[src/sv/assert_macros.svh]
// Assertion macros shared by the voice ADC conditioner RTL.
`ifndef ASSERT_MACROS_SVH
`define ASSERT_MACROS_SVH

// Same-cycle implication, checked on every rising clk edge outside reset.
`define VAC_ASSERT_IMP(label, a, b) \
    label: assert property (@(posedge clk) disable iff (!rst_n) (a) |-> (b)) \
        else $error("same-cycle implication failed");

// Next-cycle implication, checked on every rising clk edge outside reset.
`define VAC_ASSERT_NXT(label, a, b) \
    label: assert property (@(posedge clk) disable iff (!rst_n) (a) |=> (b)) \
        else $error("next-cycle implication failed");

`endif

[src/sv/vac_pkg.sv]
// Package with widths, register indexes, reset values and types of the conditioner.
`timescale 1ns / 1ps
`default_nettype none

package vac_pkg;

    // Sample and DC tracker geometry.
    localparam int SAMPLE_BITS  = 12;
    localparam int OFFSET_SHIFT = 11;
    localparam int ACC_W        = SAMPLE_BITS + OFFSET_SHIFT;
    localparam int X_W          = SAMPLE_BITS + 1;
    localparam int D_W          = X_W + 1;

    // Filter formats: state carries FRAC_BITS fraction bits, alpha is Q0.16.
    localparam int FRAC_BITS = 8;
    localparam int Y_W       = 32;
    localparam int YMAG_W    = Y_W - 1;
    localparam int T_W       = Y_W + 1;
    localparam int COEF_W    = 16;
    localparam int GAIN_W    = 4;
    localparam int LIMIT_W   = 15;
    localparam int OUT_W     = 16;
    localparam int RAW_W     = 16;

    // Shared multiplier geometry.
    localparam int MUL_A_W = 32;
    localparam int MUL_B_W = 16;
    localparam int MUL_P_W = MUL_A_W + MUL_B_W;

    // Configuration port.
    localparam int CFG_IDX_W  = 2;
    localparam int CFG_DATA_W = 16;
    localparam logic [CFG_IDX_W-1:0] REG_HPF   = 2'd0;
    localparam logic [CFG_IDX_W-1:0] REG_GAIN  = 2'd1;
    localparam logic [CFG_IDX_W-1:0] REG_LIMIT = 2'd2;

    // Reset values.
    localparam logic [COEF_W-1:0]  HPF_RESET   = 16'd58629;
    localparam logic [GAIN_W-1:0]  GAIN_RESET  = 4'd6;
    localparam logic [LIMIT_W-1:0] LIMIT_RESET = 15'd15500;
    localparam logic [SAMPLE_BITS-1:0] OFFSET_RESET_LEVEL = SAMPLE_BITS'(1551);
    localparam logic [ACC_W-1:0] ACC_RESET = {OFFSET_RESET_LEVEL, {OFFSET_SHIFT{1'b0}}};

    // Rounding constant and saturation level of the filter output.
    localparam logic [MUL_P_W:0] ROUND_HALF = (MUL_P_W + 1)'(1) << (COEF_W - 1);
    localparam logic [T_W-1:0]   Y_MAX      = {2'b00, {YMAG_W{1'b1}}};

    // Live configuration.
    typedef struct packed {
        logic [COEF_W-1:0]  alpha;
        logic [GAIN_W-1:0]  gain;
        logic [LIMIT_W-1:0] limit;
    } vac_cfg_t;

    // Request to the shared multiplier.
    typedef struct packed {
        logic               en;
        logic [MUL_A_W-1:0] a;
        logic [MUL_B_W-1:0] b;
    } vac_mul_req_t;

endpackage

`default_nettype wire

[src/sv/vac_if.sv]
// Stream interfaces for raw ADC words in and conditioned samples out.
`timescale 1ns / 1ps
`default_nettype none

interface vac_in_if;
    logic                         valid;
    logic                         ready;
    logic [vac_pkg::RAW_W-1:0]    raw_sample;

    modport source (output valid, output raw_sample, input ready);
    modport sink (input valid, input raw_sample, output ready);
endinterface

interface vac_out_if;
    logic                             valid;
    logic                             ready;
    logic signed [vac_pkg::OUT_W-1:0] conditioned_sample;

    modport source (output valid, output conditioned_sample, input ready);
    modport sink (input valid, input conditioned_sample, output ready);
endinterface

`default_nettype wire

[src/sv/vac_cfg_regs.sv]
// Configuration register file: alpha, gain and clamp limit.
`timescale 1ns / 1ps
`default_nettype none

module vac_cfg_regs (
    input  wire logic                             clk,
    input  wire logic                             rst_n,
    input  wire logic                             cfg_we,
    input  wire logic [vac_pkg::CFG_IDX_W-1:0]    cfg_index,
    input  wire logic [vac_pkg::CFG_DATA_W-1:0]   cfg_data,
    output vac_pkg::vac_cfg_t                     cfg
);

    vac_pkg::vac_cfg_t cfg_reg;
    vac_pkg::vac_cfg_t cfg_next;

    // Decode the write; unused indexes leave everything as it is.
    always_comb
    begin
        cfg_next = cfg_reg;
        if (cfg_we)
        begin
            unique case (cfg_index)
                vac_pkg::REG_HPF:   cfg_next.alpha = cfg_data[vac_pkg::COEF_W-1:0];
                vac_pkg::REG_GAIN:  cfg_next.gain  = cfg_data[vac_pkg::GAIN_W-1:0];
                vac_pkg::REG_LIMIT: cfg_next.limit = cfg_data[vac_pkg::LIMIT_W-1:0];
                default:            cfg_next = cfg_reg;
            endcase
        end
    end

    always_ff @(posedge clk or negedge rst_n)
    begin
        if (!rst_n)
        begin
            cfg_reg.alpha <= vac_pkg::HPF_RESET;
            cfg_reg.gain  <= vac_pkg::GAIN_RESET;
            cfg_reg.limit <= vac_pkg::LIMIT_RESET;
        end
        else
        begin
            cfg_reg <= cfg_next;
        end
    end

    assign cfg = cfg_reg;

endmodule

`default_nettype wire

[src/sv/vac_mul_unit.sv]
// Shared unsigned multiplier with a registered product.
`timescale 1ns / 1ps
`default_nettype none

module vac_mul_unit (
    input  wire logic                           clk,
    input  wire vac_pkg::vac_mul_req_t          req,
    output logic [vac_pkg::MUL_P_W-1:0]         prod
);

    logic [vac_pkg::MUL_P_W-1:0] prod_reg;
    logic [vac_pkg::MUL_P_W-1:0] prod_next;

    // The product register holds until the sequencer issues the next request.
    always_comb
    begin
        prod_next = prod_reg;
        if (req.en)
        begin
            prod_next = vac_pkg::MUL_P_W'(req.a) * vac_pkg::MUL_P_W'(req.b);
        end
    end

    always_ff @(posedge clk)
    begin
        prod_reg <= prod_next;
    end

    assign prod = prod_reg;

endmodule

`default_nettype wire

[src/sv/voice_adc_conditioner_core.sv]
// Top level of the voice ADC conditioner: DC removal, high-pass, gain and clamp.
// Usage:
//   sample_in carries one raw ADC word per beat; only its low 12 bits are used.
//   sample_out carries one signed conditioned sample per input beat, in order.
//   cfg_we/cfg_index/cfg_data write alpha (0), gain (1) and limit (2) while idle;
//   other indexes are ignored.
// Timing:
//   A beat is taken when the sequencer is idle, and the sequencer goes idle
//   again only after the result is in the output register. Its steps are one
//   each for the DC update, the offset subtract, the filter sum, two passes
//   through the shared multiplier with a rounding step between them, and the
//   clamp.
// Stalls:
//   The result sits in an output register, so the next beat is taken and worked
//   on while it waits. If it is still not taken when the next result is ready,
//   the sequencer holds in its clamp step until the output register frees up.
// Reset:
//   rst_n clears the filter state, loads the DC tracker with 1551 << 11 and the
//   registers with their defaults; no result is pending afterwards.
`timescale 1ns / 1ps
`default_nettype none

`include "assert_macros.svh"

module voice_adc_conditioner_core (
    input  wire logic                             clk,
    input  wire logic                             rst_n,
    vac_in_if.sink                                sample_in,
    vac_out_if.source                             sample_out,
    input  wire logic                             cfg_we,
    input  wire logic [vac_pkg::CFG_IDX_W-1:0]    cfg_index,
    input  wire logic [vac_pkg::CFG_DATA_W-1:0]   cfg_data
);

    // Sequencer steps.
    localparam logic [2:0] ST_IDLE  = 3'd0;
    localparam logic [2:0] ST_ACC   = 3'd1;
    localparam logic [2:0] ST_DIFF  = 3'd2;
    localparam logic [2:0] ST_TSUM  = 3'd3;
    localparam logic [2:0] ST_MUL1  = 3'd4;
    localparam logic [2:0] ST_RND   = 3'd5;
    localparam logic [2:0] ST_MUL2  = 3'd6;
    localparam logic [2:0] ST_CLAMP = 3'd7;

    vac_pkg::vac_cfg_t      cfg;
    vac_pkg::vac_mul_req_t  mul_req;
    logic [vac_pkg::MUL_P_W-1:0] prod;

    logic [2:0] state_reg, state_next;

    // Filter and tracker state.
    logic [vac_pkg::ACC_W-1:0]            acc_reg, acc_next;
    logic signed [vac_pkg::X_W-1:0]       x_prev_reg, x_prev_next;
    logic signed [vac_pkg::Y_W-1:0]       y_prev_reg, y_prev_next;

    // Per-item working registers.
    logic [vac_pkg::SAMPLE_BITS-1:0]      sample_reg, sample_next;
    logic signed [vac_pkg::X_W-1:0]       x_reg, x_next;
    logic [vac_pkg::MUL_A_W-1:0]          t_mag_reg, t_mag_next;
    logic                                 neg_reg, neg_next;
    logic [vac_pkg::YMAG_W-1:0]           y_mag_reg, y_mag_next;

    // Output register.
    logic                                 out_valid_reg, out_valid_next;
    logic signed [vac_pkg::OUT_W-1:0]     out_data_reg, out_data_next;

    // Step-local values.
    logic                                 in_accept;
    logic                                 out_free;
    logic [vac_pkg::SAMPLE_BITS-1:0]      offset;
    logic signed [vac_pkg::D_W-1:0]       d;
    logic signed [vac_pkg::T_W-1:0]       d_ext;
    logic signed [vac_pkg::T_W-1:0]       t;
    logic [vac_pkg::T_W-1:0]              t_abs;
    logic [vac_pkg::MUL_P_W:0]            rounded;
    logic [vac_pkg::T_W-1:0]              y_full;
    logic [vac_pkg::YMAG_W-1:0]           y_sat;
    logic [vac_pkg::MUL_P_W-1:0]          g_mag;
    logic [vac_pkg::LIMIT_W-1:0]          g_clamped;
    logic signed [vac_pkg::OUT_W-1:0]     g_pos;
    logic [vac_pkg::OUT_W-1:0]            out_mag;

    vac_cfg_regs u_cfg (
        .clk       (clk),
        .rst_n     (rst_n),
        .cfg_we    (cfg_we),
        .cfg_index (cfg_index),
        .cfg_data  (cfg_data),
        .cfg       (cfg)
    );

    vac_mul_unit u_mul (
        .clk  (clk),
        .req  (mul_req),
        .prod (prod)
    );

    assign sample_in.ready = (state_reg == ST_IDLE);
    assign in_accept       = sample_in.valid && sample_in.ready;
    assign out_free        = !out_valid_reg || sample_out.ready;

    // Combinational pieces used by the individual steps.
    always_comb
    begin
        offset = acc_reg[vac_pkg::ACC_W-1:vac_pkg::OFFSET_SHIFT];

        d      = vac_pkg::D_W'(x_reg) - vac_pkg::D_W'(x_prev_reg);
        d_ext  = vac_pkg::T_W'(d);
        t      = vac_pkg::T_W'(y_prev_reg) + (d_ext <<< vac_pkg::FRAC_BITS);
        t_abs  = t[vac_pkg::T_W-1] ? (vac_pkg::T_W'(0) - t) : t;

        rounded = (vac_pkg::MUL_P_W + 1)'(prod) + vac_pkg::ROUND_HALF;
        y_full  = rounded[vac_pkg::COEF_W +: vac_pkg::T_W];
        y_sat   = (y_full > vac_pkg::Y_MAX) ? vac_pkg::Y_MAX[vac_pkg::YMAG_W-1:0]
                                            : y_full[vac_pkg::YMAG_W-1:0];

        g_mag     = prod >> vac_pkg::FRAC_BITS;
        g_clamped = (g_mag > vac_pkg::MUL_P_W'(cfg.limit)) ? cfg.limit
                                                           : g_mag[vac_pkg::LIMIT_W-1:0];
        g_pos     = vac_pkg::OUT_W'(g_clamped);

        out_mag = out_data_reg[vac_pkg::OUT_W-1] ? (vac_pkg::OUT_W'(0) - out_data_reg)
                                                 : out_data_reg;
    end

    // Sequencer and datapath next-state logic.
    always_comb
    begin
        state_next     = state_reg;
        acc_next       = acc_reg;
        x_prev_next    = x_prev_reg;
        y_prev_next    = y_prev_reg;
        sample_next    = sample_reg;
        x_next         = x_reg;
        t_mag_next     = t_mag_reg;
        neg_next       = neg_reg;
        y_mag_next     = y_mag_reg;
        out_valid_next = out_valid_reg;
        out_data_next  = out_data_reg;
        mul_req.en     = 1'b0;
        mul_req.a      = t_mag_reg;
        mul_req.b      = cfg.alpha;

        if (sample_out.ready)
        begin
            out_valid_next = 1'b0;
        end

        unique case (state_reg)
            ST_IDLE:
            begin
                if (in_accept)
                begin
                    sample_next = sample_in.raw_sample[vac_pkg::SAMPLE_BITS-1:0];
                    state_next  = ST_ACC;
                end
            end
            ST_ACC:
            begin
                // Leaky DC tracker.
                acc_next   = acc_reg - (acc_reg >> vac_pkg::OFFSET_SHIFT)
                             + vac_pkg::ACC_W'(sample_reg);
                state_next = ST_DIFF;
            end
            ST_DIFF:
            begin
                x_next     = vac_pkg::X_W'(sample_reg) - vac_pkg::X_W'(offset);
                state_next = ST_TSUM;
            end
            ST_TSUM:
            begin
                // Filter sum split into sign and magnitude for the multiplier.
                neg_next    = t[vac_pkg::T_W-1];
                t_mag_next  = t_abs[vac_pkg::MUL_A_W-1:0];
                x_prev_next = x_reg;
                state_next  = ST_MUL1;
            end
            ST_MUL1:
            begin
                mul_req.en = 1'b1;
                mul_req.a  = t_mag_reg;
                mul_req.b  = cfg.alpha;
                state_next = ST_RND;
            end
            ST_RND:
            begin
                // Round half away from zero on the magnitude, then saturate.
                y_mag_next  = y_sat;
                y_prev_next = neg_reg ? (vac_pkg::Y_W'(0) - vac_pkg::Y_W'(y_sat))
                                      : vac_pkg::Y_W'(y_sat);
                state_next  = ST_MUL2;
            end
            ST_MUL2:
            begin
                mul_req.en = 1'b1;
                mul_req.a  = vac_pkg::MUL_A_W'(y_mag_reg);
                mul_req.b  = vac_pkg::MUL_B_W'(cfg.gain);
                state_next = ST_CLAMP;
            end
            ST_CLAMP:
            begin
                // Truncated magnitude is clamped, then the sign goes back on.
                if (out_free)
                begin
                    out_valid_next = 1'b1;
                    out_data_next  = neg_reg ? (vac_pkg::OUT_W'(0) - g_pos) : g_pos;
                    state_next     = ST_IDLE;
                end
            end
            default:
            begin
                state_next = ST_IDLE;
            end
        endcase
    end

    // Control and filter state.
    always_ff @(posedge clk or negedge rst_n)
    begin
        if (!rst_n)
        begin
            state_reg     <= ST_IDLE;
            out_valid_reg <= 1'b0;
            acc_reg       <= vac_pkg::ACC_RESET;
            x_prev_reg    <= '0;
            y_prev_reg    <= '0;
        end
        else
        begin
            state_reg     <= state_next;
            out_valid_reg <= out_valid_next;
            acc_reg       <= acc_next;
            x_prev_reg    <= x_prev_next;
            y_prev_reg    <= y_prev_next;
        end
    end

    // Working registers and output payload.
    always_ff @(posedge clk)
    begin
        sample_reg   <= sample_next;
        x_reg        <= x_next;
        t_mag_reg    <= t_mag_next;
        neg_reg      <= neg_next;
        y_mag_reg    <= y_mag_next;
        out_data_reg <= out_data_next;
    end

    assign sample_out.valid              = out_valid_reg;
    assign sample_out.conditioned_sample = out_data_reg;

    // An accepted beat always starts the DC update step next.
    `VAC_ASSERT_NXT(a_accept_starts, in_accept, state_reg == ST_ACC)
    // A finished clamp step with a free output register delivers and goes idle.
    `VAC_ASSERT_NXT(a_clamp_delivers, (state_reg == ST_CLAMP) && out_free,
                    (state_reg == ST_IDLE) && out_valid_reg)
    // A pending result never exceeds the configured clamp magnitude.
    `VAC_ASSERT_IMP(a_out_in_limit, out_valid_reg,
                    out_mag <= vac_pkg::OUT_W'(cfg.limit))

endmodule

`default_nettype wire

[src/flat_wrapper.sv]
// flat-port wrapper written by rule: the top's interface ports become plain ports
module voice_adc_conditioner_core_flat 
  (clk, rst_n, cfg_we, cfg_index, cfg_data, sample_in_valid, sample_in_raw_sample, sample_in_ready, sample_out_valid, sample_out_conditioned_sample, sample_out_ready);
  vac_in_if sample_in_i ();
  vac_out_if sample_out_i ();
  input  wire logic clk;
  input  wire logic rst_n;
  input  wire logic cfg_we;
  input  wire logic [vac_pkg::CFG_IDX_W-1:0] cfg_index;
  input  wire logic [vac_pkg::CFG_DATA_W-1:0] cfg_data;
  input wire logic [$bits(sample_in_i.valid)-1:0] sample_in_valid;
  input wire logic [$bits(sample_in_i.raw_sample)-1:0] sample_in_raw_sample;
  output wire logic [$bits(sample_in_i.ready)-1:0] sample_in_ready;
  output wire logic [$bits(sample_out_i.valid)-1:0] sample_out_valid;
  output wire logic [$bits(sample_out_i.conditioned_sample)-1:0] sample_out_conditioned_sample;
  input wire logic [$bits(sample_out_i.ready)-1:0] sample_out_ready;
  assign sample_in_i.valid = sample_in_valid;
  assign sample_in_i.raw_sample = sample_in_raw_sample;
  assign sample_in_ready = sample_in_i.ready;
  assign sample_out_valid = sample_out_i.valid;
  assign sample_out_conditioned_sample = sample_out_i.conditioned_sample;
  assign sample_out_i.ready = sample_out_ready;
  voice_adc_conditioner_core u_core (.clk(clk), .rst_n(rst_n), .sample_in(sample_in_i), .sample_out(sample_out_i), .cfg_we(cfg_we), .cfg_index(cfg_index), .cfg_data(cfg_data));
endmodule
[config.mk]
export PLATFORM = sky130hd
export DESIGN_NAME = voice_adc_conditioner_core_flat
export DESIGN_NICKNAME = d
export VERILOG_FILES = /design/src/sv/vac_pkg.sv /design/src/sv/vac_if.sv /design/src/sv/vac_cfg_regs.sv /design/src/sv/vac_mul_unit.sv /design/src/sv/voice_adc_conditioner_core.sv /design/src/flat_wrapper.sv
export VERILOG_INCLUDE_DIRS = /design/src /design/src/sv
export SDC_FILE = /design/constraint.sdc
export NUM_CORES = 2
export LEC_CHECK = 0
export ABC_AREA = 1
export BUFFER_PORTS_ARGS = -buffer_cell sky130_fd_sc_hd__buf_4
export CORE_ASPECT_RATIO = 1.1
export CORE_MARGIN = 1
export CORE_UTILIZATION = 45
export DETAILED_ROUTE_END_ITERATION = 8
export PLACE_DENSITY_LB_ADDON = 0.3
export SYNTH_ARGS = -nofsm -noshare
export SYNTH_HDL_FRONTEND = slang
export SYNTH_SLANG_ARGS = --single-unit
[constraint.sdc]
create_clock -name clk -period 18.3 [get_ports clk]
set_input_delay 2.745 -clock clk [delete_from_list [all_inputs] [get_ports clk]]
set_output_delay 2.745 -clock clk [all_outputs]
set_load 0.02 [all_outputs]
==> flow_summary.yaml <==
outcome:
  status: "finished, final reports clean"
drt:
  wl_met1_um: 40500
  dr.pass1.iters: 6
  top_layer_used: "met5"
  final_antenna_net_count: 0
  vias: 28187
  first_iter_violations: 2077
  route.met2.wl_um: 48200
  wl_met3_um: 7100
  routed_wl_um: 100000
  drc_errors: 0
  vias_per_cell: 5.28
  wl_per_cell_um: 18.8
clock_tree:
  clock_sinks: 252
  cts.htree.levels: 1
  postCtsHoldBufs: 0
  cts_buffers: 30
  cts-root-buf: "clkbuf_16"
  tritoncts: "yes"
  cts_resized: 0
  cts_setup_buffers: 0
  cts.clk_slew.worst_paths_ns: 0.06
  clk_latency_ns: 0.60
  clock_path_buffers: 3
layout:
  multiInputGateArea_mm2: 0.0226
  seq_area_mm2: 0.00706
  layoutNonFillerInstCount: 5343
  largest_reg_flops: 40
  nFillCells: 7228
  area_delta_synth_final_pct: 7.34
  drive_gt1_share_pct: 5.22
  layout.nets: 5044
  n_antenna_cell: 0
logic_synthesis:
  yosysSeqAreaShare_pct: 21.1
  syn_nets: 5030
  synthDistinctLibCells: 58
  synth_ff_type: "edfxtp_1"
  synth.most_common_cell: "nand2_1"
  synth.avg_cell_area_um2: 7.69
  yosys.area.top_type: "fa_1"
  async_flop_share_pct: 42.5
  synth_edf_count: 145
  ys_top_cells_by_count: "1120 x nand2_1, 894 x inv_1, 457 x nor2_1, 432 x fa_1, 208 x ha_1"
  yosysWarnings: 0
  ys_ff_latch: 252
  netlist_area_mm2: 0.0335
  yosys.area.top_type_share_pct: 25.8
  synth_area_leaders: "fa_1 26%, edfxtp_1 13%, nand2_1 13%"
  synthCells: 4351
hold_path:
  min_to: "u_core.acc_reg[1]$_DFFE_PN0P_"
  hold_start: "u_core.acc_reg[1]$_DFFE_PN0P_"
  hold_class: "reg -> reg"
  min_path_cells: 2
place:
  placed_cells: 5287
  place.gp.congestion: 1.02
  io_buffers: 52
  hpwl_um: 82200
job:
  cap_violations: 0
timing:
  rsz0062_at_grt: "false"
  fin_setup_tns_ns: 0
  fmax_mhz: 105
  post-route-min-period_ns: 9.53
  holdWs_ns: 0.487
  slew_headroom_pct: 24.0
  tightest_slew_ns: 1.13
  slew_violations: 0
  setup_violations: 0
  finalCritPeriodShare_pct: 52.1
  hold_viol_final: 0
  clock_skew_ns: 0.0258
critical_path:
  r2r_setup_slack_ns: 8.77
  slowest_stage: "inv_1"
  r2r-start: "u_core.state_reg[2]$_DFFE_PN0P_"
  max_stage_delay_ns: 0.99
  cp-end-kind: "flop"
  r2r-end: "u_core.u_mul.prod[36]$_DFFE_PN_"
  cp_num_buf_inv: 9
  worstSetupPathType: "reg -> reg"
  worst_setup_path_start_kind: "flop"
  required_ns: 18.62
  path_max_fanout: 41
  r2r_cells: 27
  cp.arrival_ns: 9.85
  cp_top_family: "adder cells"
global_route:
  grt_max_degree: 60
  grt_overflow_total: 0
  grt_util_all_layers_pct: 27.5
  grt_pass1_vias: 28405
  grt_pass1_wl_um: 158000
  antenna_found_initial: 2
floorplan:
  core-area_mm2: 0.0734
  io_pins: 57
  dieArea_mm2: 0.0755
  die_w_um: 262
  initial_core_util_pct: 45.6
  rows: 104
  die_h_um: 288
logic make-up after synthesis:
| kind of cell | synth area share, % |
|---|---|
| muxes | 0.0337 |
| buffers and inverters | 11.4 |
| and+or+nand+nor | 23.6 |
| AOI/OAI and AO/OA | 6.70 |
| DFF | 21.1 |
| xor gates and xnor gates | 3.56 |
| adders and majority gates | 33.6 |
stage by stage:
stage | setup slack, ns | cell area [µm²] | util (%)
after floorplan | 11.00 | 33500 | -
after global routing | 8.40 | 35900 | 48.9
after CTS | 8.93 | 35900 | 48.9
after global placement | 9.06 | 34900 | 47.5
after detailed placement | 9.00 | 34900 | 47.5
final | 8.77 | 35900 | 48.9
final cells by class:
| class | instances | share of cell area, % |
|---|---|---|
| sequential | 252 | 19.7 |
| timing repair buffer | 78 | 1.63 |
| inverter | 906 | 9.47 |
| tap | 954 | 3.32 |
| clock inverter | 24 | 0.777 |
| clock buffer | 32 | 2.14 |
| multi-input combinational | 3097 | 63.0 |
routing by layer:
metal	vias to the layer above	track usage [%]
met4	4	11.1
met3	208	3.83
met5	-	0
met2	958	46.4
li1	13343	-
met1	13674	35.4
cell usage in the layout, fill, tap and decap left out, drive strengths merged, types with 5 or more instances in the layout:
master / instances
nor3: 31
dfrtp: 85
clkinv: 17
buf: 78
o21ai: 200
a31oi: 18
a21o: 8
o21a: 8
nand2: 1138
inv: 908
nor4: 11
edfxtp: 145
or2: 6
fa: 432
o21bai: 12
and2: 5
nor2: 482
nand4: 54
a21oi: 134
dfstp: 22
a211oi: 8
xnor2: 31
clkbuf: 32
ha: 208
xor2: 105
nand3b: 13
nand3: 167
worst reg2reg max path: stages (launching register included):
cell and delay [ns]:
dfrtp_1 0.49, inv_2 0.17, nor2_4 0.03, buf_4 0.29
nand2_2 0.14, buf_4 0.36, nand2_1 0.64, inv_1 0.99
nand2_1 0.19, fa_1 0.55, inv_1 0.05, fa_1 0.46
fa_1 0.52, fa_1 0.54, fa_1 0.55, inv_1 0.05
fa_1 0.60, inv_1 0.06, ha_1 0.43, nand2_1 0.13
nor2_1 0.21, inv_1 0.06, nor2_1 0.23, inv_1 0.09
nor4_1 0.53, nand4_1 0.29, nand3_1 0.18, xor2_1 0.45
how the worst max path moves through the flow:
stage,start,endpoint,cells after the start
2_1_floorplan,u_core.state_reg[2]$_DFFE_PN0P_,u_core.u_mul.prod[33]$_DFFE_PN_,29
3_5_place_dp,u_core.state_reg[2]$_DFFE_PN0P_,u_core.u_mul.prod[36]$_DFFE_PN_,27
3_3_place_gp,u_core.state_reg[2]$_DFFE_PN0P_,u_core.u_mul.prod[36]$_DFFE_PN_,27
5_1_grt,u_core.state_reg[2]$_DFFE_PN0P_,u_core.u_mul.prod[36]$_DFFE_PN_,27
4_1_cts,u_core.state_reg[2]$_DFFE_PN0P_,u_core.u_mul.prod[36]$_DFFE_PN_,27
6_report,u_core.state_reg[2]$_DFFE_PN0P_,u_core.u_mul.prod[36]$_DFFE_PN_,27
Power is not shown: default switching activity piles up to over one toggle a cycle in this logic, so the estimate is an artifact.
